### src/hw/rtl/eop_pkg.sv
`timescale 1ns / 1ps
// ----------------------------------------------------------------------------
// eop_pkg: shared codes for the edit transform block
// Request action codes and edit kind codes.
// ----------------------------------------------------------------------------
package eop_pkg;

   // Request action, carried in the lowest tuser bit of a request.
   localparam logic ACT_LOAD      = 1'b0;
   localparam logic ACT_TRANSFORM = 1'b1;

   // Edit kind.
   localparam logic KIND_INSERT = 1'b0;
   localparam logic KIND_DELETE = 1'b1;

endpackage

### src/hw/rtl/edit_op_transform.sv
`timescale 1ns / 1ps
// ----------------------------------------------------------------------------
// edit_op_transform: operational transformation of one pending text edit
//
// The block holds one pending edit, an insert or a delete, given by a start
// position and a length. A request either loads a new pending edit (and
// clears the overflow flag) or presents an edit that is already committed,
// against which the pending edit is transformed. Every request returns one
// response: the pending edit as it stands after that request.
//
// Channels: requests arrive on req_*, responses leave on rsp_*, both with a
// tvalid/tready handshake. The transform is short logic between the pending
// edit registers and the response register (or the skid register while that
// is held), and one request is taken every cycle while req_tready is high.
// A two-entry output buffer (response register plus a skid register) lets
// the block take a request while an earlier response still waits; req_tready
// falls only once both entries are full, and rises again as soon as the
// receiver takes a response. Reset clears the pending edit to an empty
// insert at position zero, clears the overflow flag and empties the buffer.
// ----------------------------------------------------------------------------
module edit_op_transform
   import eop_pkg::*;
#(
   parameter int POS_WIDTH = 16,
   localparam int REQ_DATA_BITS = ((2 * POS_WIDTH + 7) / 8) * 8,
   localparam int RSP_DATA_BITS = ((2 * POS_WIDTH + 1 + 7) / 8) * 8
) (
   input  logic                     clock,
   input  logic                     reset,
   input  logic                     req_tvalid,
   output logic                     req_tready,
   // op_pos, op_len
   input  logic [REQ_DATA_BITS-1:0] req_tdata,
   // action, op_kind
   input  logic [1:0]               req_tuser,
   output logic                     rsp_tvalid,
   input  logic                     rsp_tready,
   // res_pos, res_len, res_overflow
   output logic [RSP_DATA_BITS-1:0] rsp_tdata,
   // res_kind
   output logic [0:0]               rsp_tuser
);

   localparam int RSP_BITS      = 2 * POS_WIDTH + 2;
   localparam logic [POS_WIDTH-1:0] POS_MAX = {POS_WIDTH{1'b1}};

   // Pending edit state.
   logic                 pend_kind_ff, pend_kind_in;
   logic [POS_WIDTH-1:0] pend_pos_ff,  pend_pos_in;
   logic [POS_WIDTH-1:0] pend_len_ff,  pend_len_in;
   logic                 ovf_ff,       ovf_in;

   // Output buffer: {kind, overflow, len, pos}.
   logic                out_valid_ff, out_valid_in;
   logic [RSP_BITS-1:0] out_data_ff,  out_data_in;
   logic                skid_valid_ff, skid_valid_in;
   logic [RSP_BITS-1:0] skid_data_ff;

   logic                 accept;
   logic                 take;
   logic                 req_action;
   logic                 req_kind;
   logic [POS_WIDTH-1:0] req_pos;
   logic [POS_WIDTH-1:0] req_len;
   logic [RSP_BITS-1:0]  new_rsp;

   logic [POS_WIDTH:0]   end_a;
   logic [POS_WIDTH:0]   end_b;
   logic [POS_WIDTH:0]   pos_sum;
   logic [POS_WIDTH:0]   len_sum;
   logic [POS_WIDTH:0]   tail_len;

   assign req_tready = !skid_valid_ff;
   assign accept     = req_tvalid && req_tready;
   assign take       = out_valid_ff && rsp_tready;

   assign req_action = req_tuser[0];
   assign req_kind   = req_tuser[1];
   assign req_pos    = req_tdata[POS_WIDTH-1:0];
   assign req_len    = req_tdata[2*POS_WIDTH-1:POS_WIDTH];

   // End points for range checks are kept at full precision.
   assign end_a    = {1'b0, pend_pos_ff} + {1'b0, pend_len_ff};
   assign end_b    = {1'b0, req_pos} + {1'b0, req_len};
   assign pos_sum  = {1'b0, pend_pos_ff} + {1'b0, req_len};
   assign len_sum  = {1'b0, pend_len_ff} + {1'b0, req_len};
   assign tail_len = end_a - end_b;

   always_comb begin
      pend_kind_in = pend_kind_ff;
      pend_pos_in  = pend_pos_ff;
      pend_len_in  = pend_len_ff;
      ovf_in       = ovf_ff;
      if (req_action == ACT_LOAD) begin
         pend_kind_in = req_kind;
         pend_pos_in  = req_pos;
         pend_len_in  = req_len;
         ovf_in       = 1'b0;
      end else if (pend_kind_ff == KIND_INSERT) begin
         if (req_kind == KIND_INSERT) begin
            // The committed insert wins a tie on position.
            if (req_pos <= pend_pos_ff) begin
               pend_pos_in = pos_sum[POS_WIDTH] ? POS_MAX : pos_sum[POS_WIDTH-1:0];
               ovf_in      = ovf_ff | pos_sum[POS_WIDTH];
            end
         end else begin
            priority if (pend_pos_ff <= req_pos) begin
            end else if ({1'b0, pend_pos_ff} >= end_b) begin
               pend_pos_in = pend_pos_ff - req_len;
            end else begin
               // The insert point was deleted: it collapses to an empty insert.
               pend_pos_in = '0;
               pend_len_in = '0;
            end
         end
      end else begin
         if (req_kind == KIND_INSERT) begin
            priority if ({1'b0, req_pos} >= end_a) begin
            end else if (req_pos <= pend_pos_ff) begin
               pend_pos_in = pos_sum[POS_WIDTH] ? POS_MAX : pos_sum[POS_WIDTH-1:0];
               ovf_in      = ovf_ff | pos_sum[POS_WIDTH];
            end else begin
               // The delete grows over text inserted inside it.
               pend_len_in = len_sum[POS_WIDTH] ? POS_MAX : len_sum[POS_WIDTH-1:0];
               ovf_in      = ovf_ff | len_sum[POS_WIDTH];
            end
         end else begin
            priority if (end_a <= {1'b0, req_pos}) begin
            end else if ({1'b0, pend_pos_ff} >= end_b) begin
               pend_pos_in = pend_pos_ff - req_len;
            end else if (pend_pos_ff >= req_pos && end_a <= end_b) begin
               pend_pos_in = '0;
               pend_len_in = '0;
            end else if (pend_pos_ff <= req_pos && end_a >= end_b) begin
               pend_len_in = pend_len_ff - req_len;
            end else if (pend_pos_ff < req_pos) begin
               pend_len_in = req_pos - pend_pos_ff;
            end else begin
               pend_pos_in = req_pos;
               pend_len_in = tail_len[POS_WIDTH-1:0];
            end
         end
      end
   end

   assign new_rsp = {pend_kind_in, ovf_in, pend_len_in, pend_pos_in};

   // Two-entry output buffer; the skid entry fills only while the response
   // register is held by the receiver.
   always_comb begin
      out_valid_in  = out_valid_ff;
      out_data_in   = out_data_ff;
      skid_valid_in = skid_valid_ff;
      if (take) begin
         if (skid_valid_ff) begin
            out_data_in   = skid_data_ff;
            skid_valid_in = 1'b0;
         end else if (accept) begin
            out_data_in = new_rsp;
         end else begin
            out_valid_in = 1'b0;
         end
      end else if (accept) begin
         if (out_valid_ff) begin
            skid_valid_in = 1'b1;
         end else begin
            out_valid_in = 1'b1;
            out_data_in  = new_rsp;
         end
      end
   end

   always_ff @(posedge clock) begin
      if (reset) begin
         pend_kind_ff  <= KIND_INSERT;
         pend_pos_ff   <= '0;
         pend_len_ff   <= '0;
         ovf_ff        <= 1'b0;
         out_valid_ff  <= 1'b0;
         skid_valid_ff <= 1'b0;
      end else begin
         if (accept) begin
            pend_kind_ff <= pend_kind_in;
            pend_pos_ff  <= pend_pos_in;
            pend_len_ff  <= pend_len_in;
            ovf_ff       <= ovf_in;
         end
         out_valid_ff  <= out_valid_in;
         skid_valid_ff <= skid_valid_in;
      end
   end

   always_ff @(posedge clock) begin
      out_data_ff <= out_data_in;
      if (accept && out_valid_ff && !take) begin
         skid_data_ff <= new_rsp;
      end
   end

   assign rsp_tvalid = out_valid_ff;
   assign rsp_tdata  = {{(RSP_DATA_BITS - 2 * POS_WIDTH - 1){1'b0}},
                        out_data_ff[2*POS_WIDTH:0]};
   assign rsp_tuser  = out_data_ff[RSP_BITS-1 -: 1];

   // The skid entry is never occupied while the response register is empty.
   a_skid_needs_out: assert property (@(posedge clock) disable iff (reset)
      skid_valid_ff |-> out_valid_ff)
      else $error("skid entry full while response register empty");

   // A load always leaves the overflow flag clear.
   a_load_clears_ovf: assert property (@(posedge clock) disable iff (reset)
      accept && req_action == ACT_LOAD |=> !ovf_ff)
      else $error("overflow flag survived a load");

   // The pending edit changes only when a request is accepted.
   a_state_holds: assert property (@(posedge clock) disable iff (reset)
      !accept |=> $stable(pend_pos_ff) && $stable(pend_len_ff) && $stable(pend_kind_ff))
      else $error("pending edit changed without a request");

   // Every accepted request leaves a response pending in the next cycle.
   a_rsp_follows: assert property (@(posedge clock) disable iff (reset)
      accept |=> rsp_tvalid)
      else $error("accepted request produced no response");

   // A delete transformed by a delete never grows.
   a_del_no_grow: assert property (@(posedge clock) disable iff (reset)
      accept && req_action == ACT_TRANSFORM && pend_kind_ff == KIND_DELETE &&
      req_kind == KIND_DELETE |-> pend_len_in <= pend_len_ff)
      else $error("delete grew against a committed delete");

endmodule

### config.mk
export PLATFORM = sky130hd
export DESIGN_NAME = edit_op_transform
export DESIGN_NICKNAME = d
export VERILOG_FILES = /design/src/hw/rtl/eop_pkg.sv /design/src/hw/rtl/edit_op_transform.sv
export SDC_FILE = /design/constraint.sdc
export NUM_CORES = 1
export LEC_CHECK = 0
export ABC_CLOCK_PERIOD_IN_PS = 7550
export BUFFER_PORTS_ARGS = -buffer_cell sky130_fd_sc_hd__buf_2
export CAP_MARGIN = 5
export CORE_UTILIZATION = 60
export CTS_CLUSTER_DIAMETER = 40
export DETAILED_ROUTE_END_ITERATION = 10
export PLACE_DENSITY = 0.89
export RECOVER_POWER = 50
export SLEW_MARGIN = 30
export SYNTH_ARGS = -nofsm -noshare
export SYNTH_HDL_FRONTEND = slang
export SYNTH_SLANG_ARGS = --single-unit
### constraint.sdc
create_clock -name clock -period 7.55 [get_ports clock]
set_clock_uncertainty 0.1 [all_clocks]
set_input_delay 0.3775 -clock clock [delete_from_list [all_inputs] [get_ports clock]]
set_output_delay 0.3775 -clock clock [all_outputs]
set_load 0.005 [all_outputs]
==> results.py <==
metrics = {
    "yosys": {
        "avgSynthCellArea_sq_um": 7.97,
        "synth-edff-count": 68,
        "yosysSeqAreaShare": 0.207,
        "synthCells": 1676,
        "yosys_warnings": 0,
        "ys_seq_elements": 104,
        "ys.flop_type": "edfxtp_1",
        "ys_types": 93,
        "async_reset_ff_frac": 0,
        "syn-cell-area_sq_um": 13400,
    },
    "route": {
        "totalWireLength_mm": 54.8,
        "final_antenna_net_count": 0,
        "wl_per_cell_microns": 27.4,
        "vias": 14338,
        "drt_pass1_iterations": 6,
        "drc": 0,
        "first_iter_violations": 1877,
        "via_per_inst": 7.17,
    },
    "clock_tree": {
        "root_buffer": "clkbuf_16",
        "holdBufCountCts": 0,
        "cts_made_buffers": 9,
        "cts_buffer_depth": 2,
        "tritoncts": "yes",
        "htreeDepth": 3,
        "path_clk_slew_ns": 0.08,
        "clock_latency_ns": 0.37,
        "clkSinkCount": 104,
        "post_cts_buffers": 0,
        "cts_resized": 0,
    },
    "critical_path": {
        "crit_path_end": "skid_data_ff[17]",
        "crit_family": "compound AO/OA/AOI/OAI gates",
        "max_stage_delay_ns": 0.70,
        "cp-start-kind": "flip-flop",
        "crit_path_top_delay_cell": "a2111oi_0",
        "crit_start": "pend_len_ff[0]",
        "r2r-start": "pend_len_ff[0]",
        "cp_num_cells": 20,
        "rrSetupSlack_ns": 1.16,
        "cp_max_fo": 6,
        "required_ns": 7.65,
        "worstReg2RegEnd": "skid_data_ff[17]",
        "cp-end-kind": "flip-flop",
        "critical_path.cell_chain": "ha_1 > fa_1 > a21o_1 > a221oi_2 > o31ai_1 > nor4_1 > nor2_1 > nor2_1 > xnor2_1 > ha_1 > a21oi_1 > nor2b_1 > o21a_1 > or3_1 > o31ai_2 > a211oi_1 > a2111oi_0 > o21ai_1 > and2_1 > a21oi_1",
        "r2r_cells": 20,
        "cp.arrival_ns": 6.49,
        "crit_buf_inv": 0,
        "path_class": "flip-flop to flip-flop",
    },
    "finish": {
        "drive_gt1_frac": 0.0855,
        "multi_input_area_sq_um": 9890,
        "nNetsFinal": 1918,
        "fill_cells": 1985,
        "syn2layout_area_growth_pct": 6.35,
        "ff_latch_area_sq_um": 2760,
    },
    "global_route": {
        "grtUsageTotal": 0.481,
        "antenna_found_initial": 2,
        "grt_pass1_vias": 13444,
        "grt_max_degree": 58,
        "grt-ovfl-total": 0,
        "grt_first_pass_wirelength_mm": 80.2,
    },
    "timing": {
        "finalCritPeriodShare": 0.846,
        "setup_viol": 0,
        "rsz0062_at_grt": "no",
        "fin_tns_setup_ns": 0,
        "fin_crit_ns": 6.39,
        "finalWorstSetupSlack_ns": 1.16,
        "report.final.slew_viol_count": 142,
        "finalHoldViolations": 0,
        "tightest_slew_ns": 2.22,
        "worst_slew_margin_rel": -0.481,
        "fmax_ghz": 0.157,
    },
    "floorplanning": {
        "dieArea_sq_um": 22900,
        "die_h_microns": 151,
        "die_x_microns": 151,
        "core_sq_um": 21800,
        "initial_core_util": 0.612,
        "std_cell_rows": 54,
        "num_io_pins": 81,
    },
    "pwr": {
        "powerDensity_nw_per_um2": 204,
        "power.leakage_uw": 0.00582,
        "ir_drop_v": 0.000140,
        "finalPower_uw": 2900,
    },
    "run_status": {
        "violations": "max-capacitance violations, max-slew violations",
        "status": "finished with violations",
    },
    "placement": {
        "post-place-ws_ns": 1.22,
        "place_hpwl_mm": 42.4,
        "io_buffer_count": 73,
        "globalplace.congestion": 1.08,
    },
    "worst_hold_path": {
        "hold_class": "input port to flip-flop",
    },
    "run": {
        "maxCapViolations": 4,
    },
}
-- report_power, final --
group | leakage [uW] | switching (uW) | internal, uW
Combinational | 0.00474 | 1100 | 586
Clock | 0.000142 | 251 | 234
Sequential | 0.000933 | 59.1 | 667
-- final cells by class --
class	count	share of cell area
antenna	2	0.000352
tap	280	0.0247
clock inverter	6	0.00441
inverter	101	0.0267
multi-input combinational	1396	0.697
sequential	104	0.195
clock buffer	10	0.0161
timing repair buffer	102	0.0364
-- Yosys cell counts, types with 9 or more instances --
master / n / area, sq um
buf_4: 9 / 67.6
o21bai_1: 17 / 128
nand4_1: 13 / 81.3
dfxtp_1: 36 / 721
nor2b_1: 21 / 131
nor4_1: 10 / 62.6
a31oi_1: 49 / 307
clkbuf_1: 59 / 221
xnor2_1: 61 / 534
o211ai_1: 20 / 150
xor2_1: 33 / 289
o21a_1: 26 / 195
a221oi_1: 9 / 78.8
nand2_1: 127 / 477
edfxtp_1: 68 / 2040
a21oi_1: 137 / 686
mux2_2: 17 / 191
o31ai_1: 19 / 143
or3_1: 14 / 87.6
nand3_1: 51 / 255
nor2_1: 157 / 589
a221o_1: 11 / 110
o21ai_1: 11 / 55.1
nand2b_1: 20 / 125
and3_1: 14 / 87.6
inv_1: 99 / 372
a211oi_1: 29 / 218
o21ai_0: 89 / 445
a21o_1: 37 / 278
nor3_1: 41 / 205
mux2i_1: 10 / 100
a211o_1: 13 / 114
ha_1: 158 / 1980
buf_2: 10 / 50.1
-- cell families after synthesis --
group / synth area share
AO/OA/AOI/OAI: 0.315
XOR/XNOR: 0.0617
adder cells (fa/ha/maj): 0.160
buffers and inverters: 0.0546
flip-flops: 0.207
multiplexers: 0.0218
other: 0.000281
AND/OR/NAND/NOR: 0.180
-- how the worst min path moves through the flow --
stage / from / end / cells after the start
final: rsp_tready / skid_valid_ff / 2
after detailed placement: ovf_ff / ovf_ff / 2
after global placement: ovf_ff / ovf_ff / 2
after floorplan: ovf_ff / ovf_ff / 2
after global routing: rsp_tready / skid_valid_ff / 2
after CTS: rsp_tready / skid_valid_ff / 2
-- stage by stage --
step                area, sq um  instances  hold WS [ns]  utilization
floorplan                 13400       1682         0.336            -
global placement          14000       1982         0.342        0.640
detailed placement        14000       1983         0.354        0.641
CTS                       14300       1999         0.185        0.655
global route              14200       1999         0.176        0.650
finish                    14200       2001         0.176        0.651
-- placed cells by master, fill, tap and decap left out, drive strengths merged, types with 33 or more instances in the layout --
| cell type | Yosys | routed |
|---|---|---|
| xor2 | 33 | 33 |
| a21oi | 138 | 138 |
| inv | 99 | 102 |
| nand3 | 52 | 52 |
| o21ai | 102 | 102 |
| nor3 | 43 | 43 |
| nand2 | 128 | 128 |
| a21o | 37 | 37 |
| xnor2 | 61 | 61 |
| dfxtp | 36 | 36 |
| ha | 158 | 158 |
| buf | 22 | 61 |
| nor2 | 158 | 158 |
| clkbuf | 59 | 51 |
| a31oi | 53 | 53 |
| edfxtp | 68 | 68 |
-- sequential cells by signal, summed over array words and instances, names as in the netlist --
name and flops:
pend_pos_ff 16, pend_kind_ff 1, out_data_ff 34, pend_len_ff 16, ovf_ff 1, skid_valid_ff 1, skid_data_ff 34, rsp_tvalid 1
-- per-layer routing --
layer | vias up | part of all wire | track usage
met4 | 6 | 0.068 | 0.293
met1 | 6611 | 0.38 | 0.609
met5 | - | 0.0010 | 0
met3 | 254 | 0.13 | 0.134
met2 | 1093 | 0.42 | 0.722
li1 | 6374 | - | -
-- worst register-to-register path: cells and delay by family, from the launching register on --
kind                     cells  cell delay [ns]
AO/OA/AOI/OAI               10             3.06
XOR/XNOR                     1             0.18
adder cells (fa/ha/maj)      3             1.00
flip-flops                   1             0.39
AND/OR/NAND/NOR              6             1.48
Power figures use the tool's default switching activity.
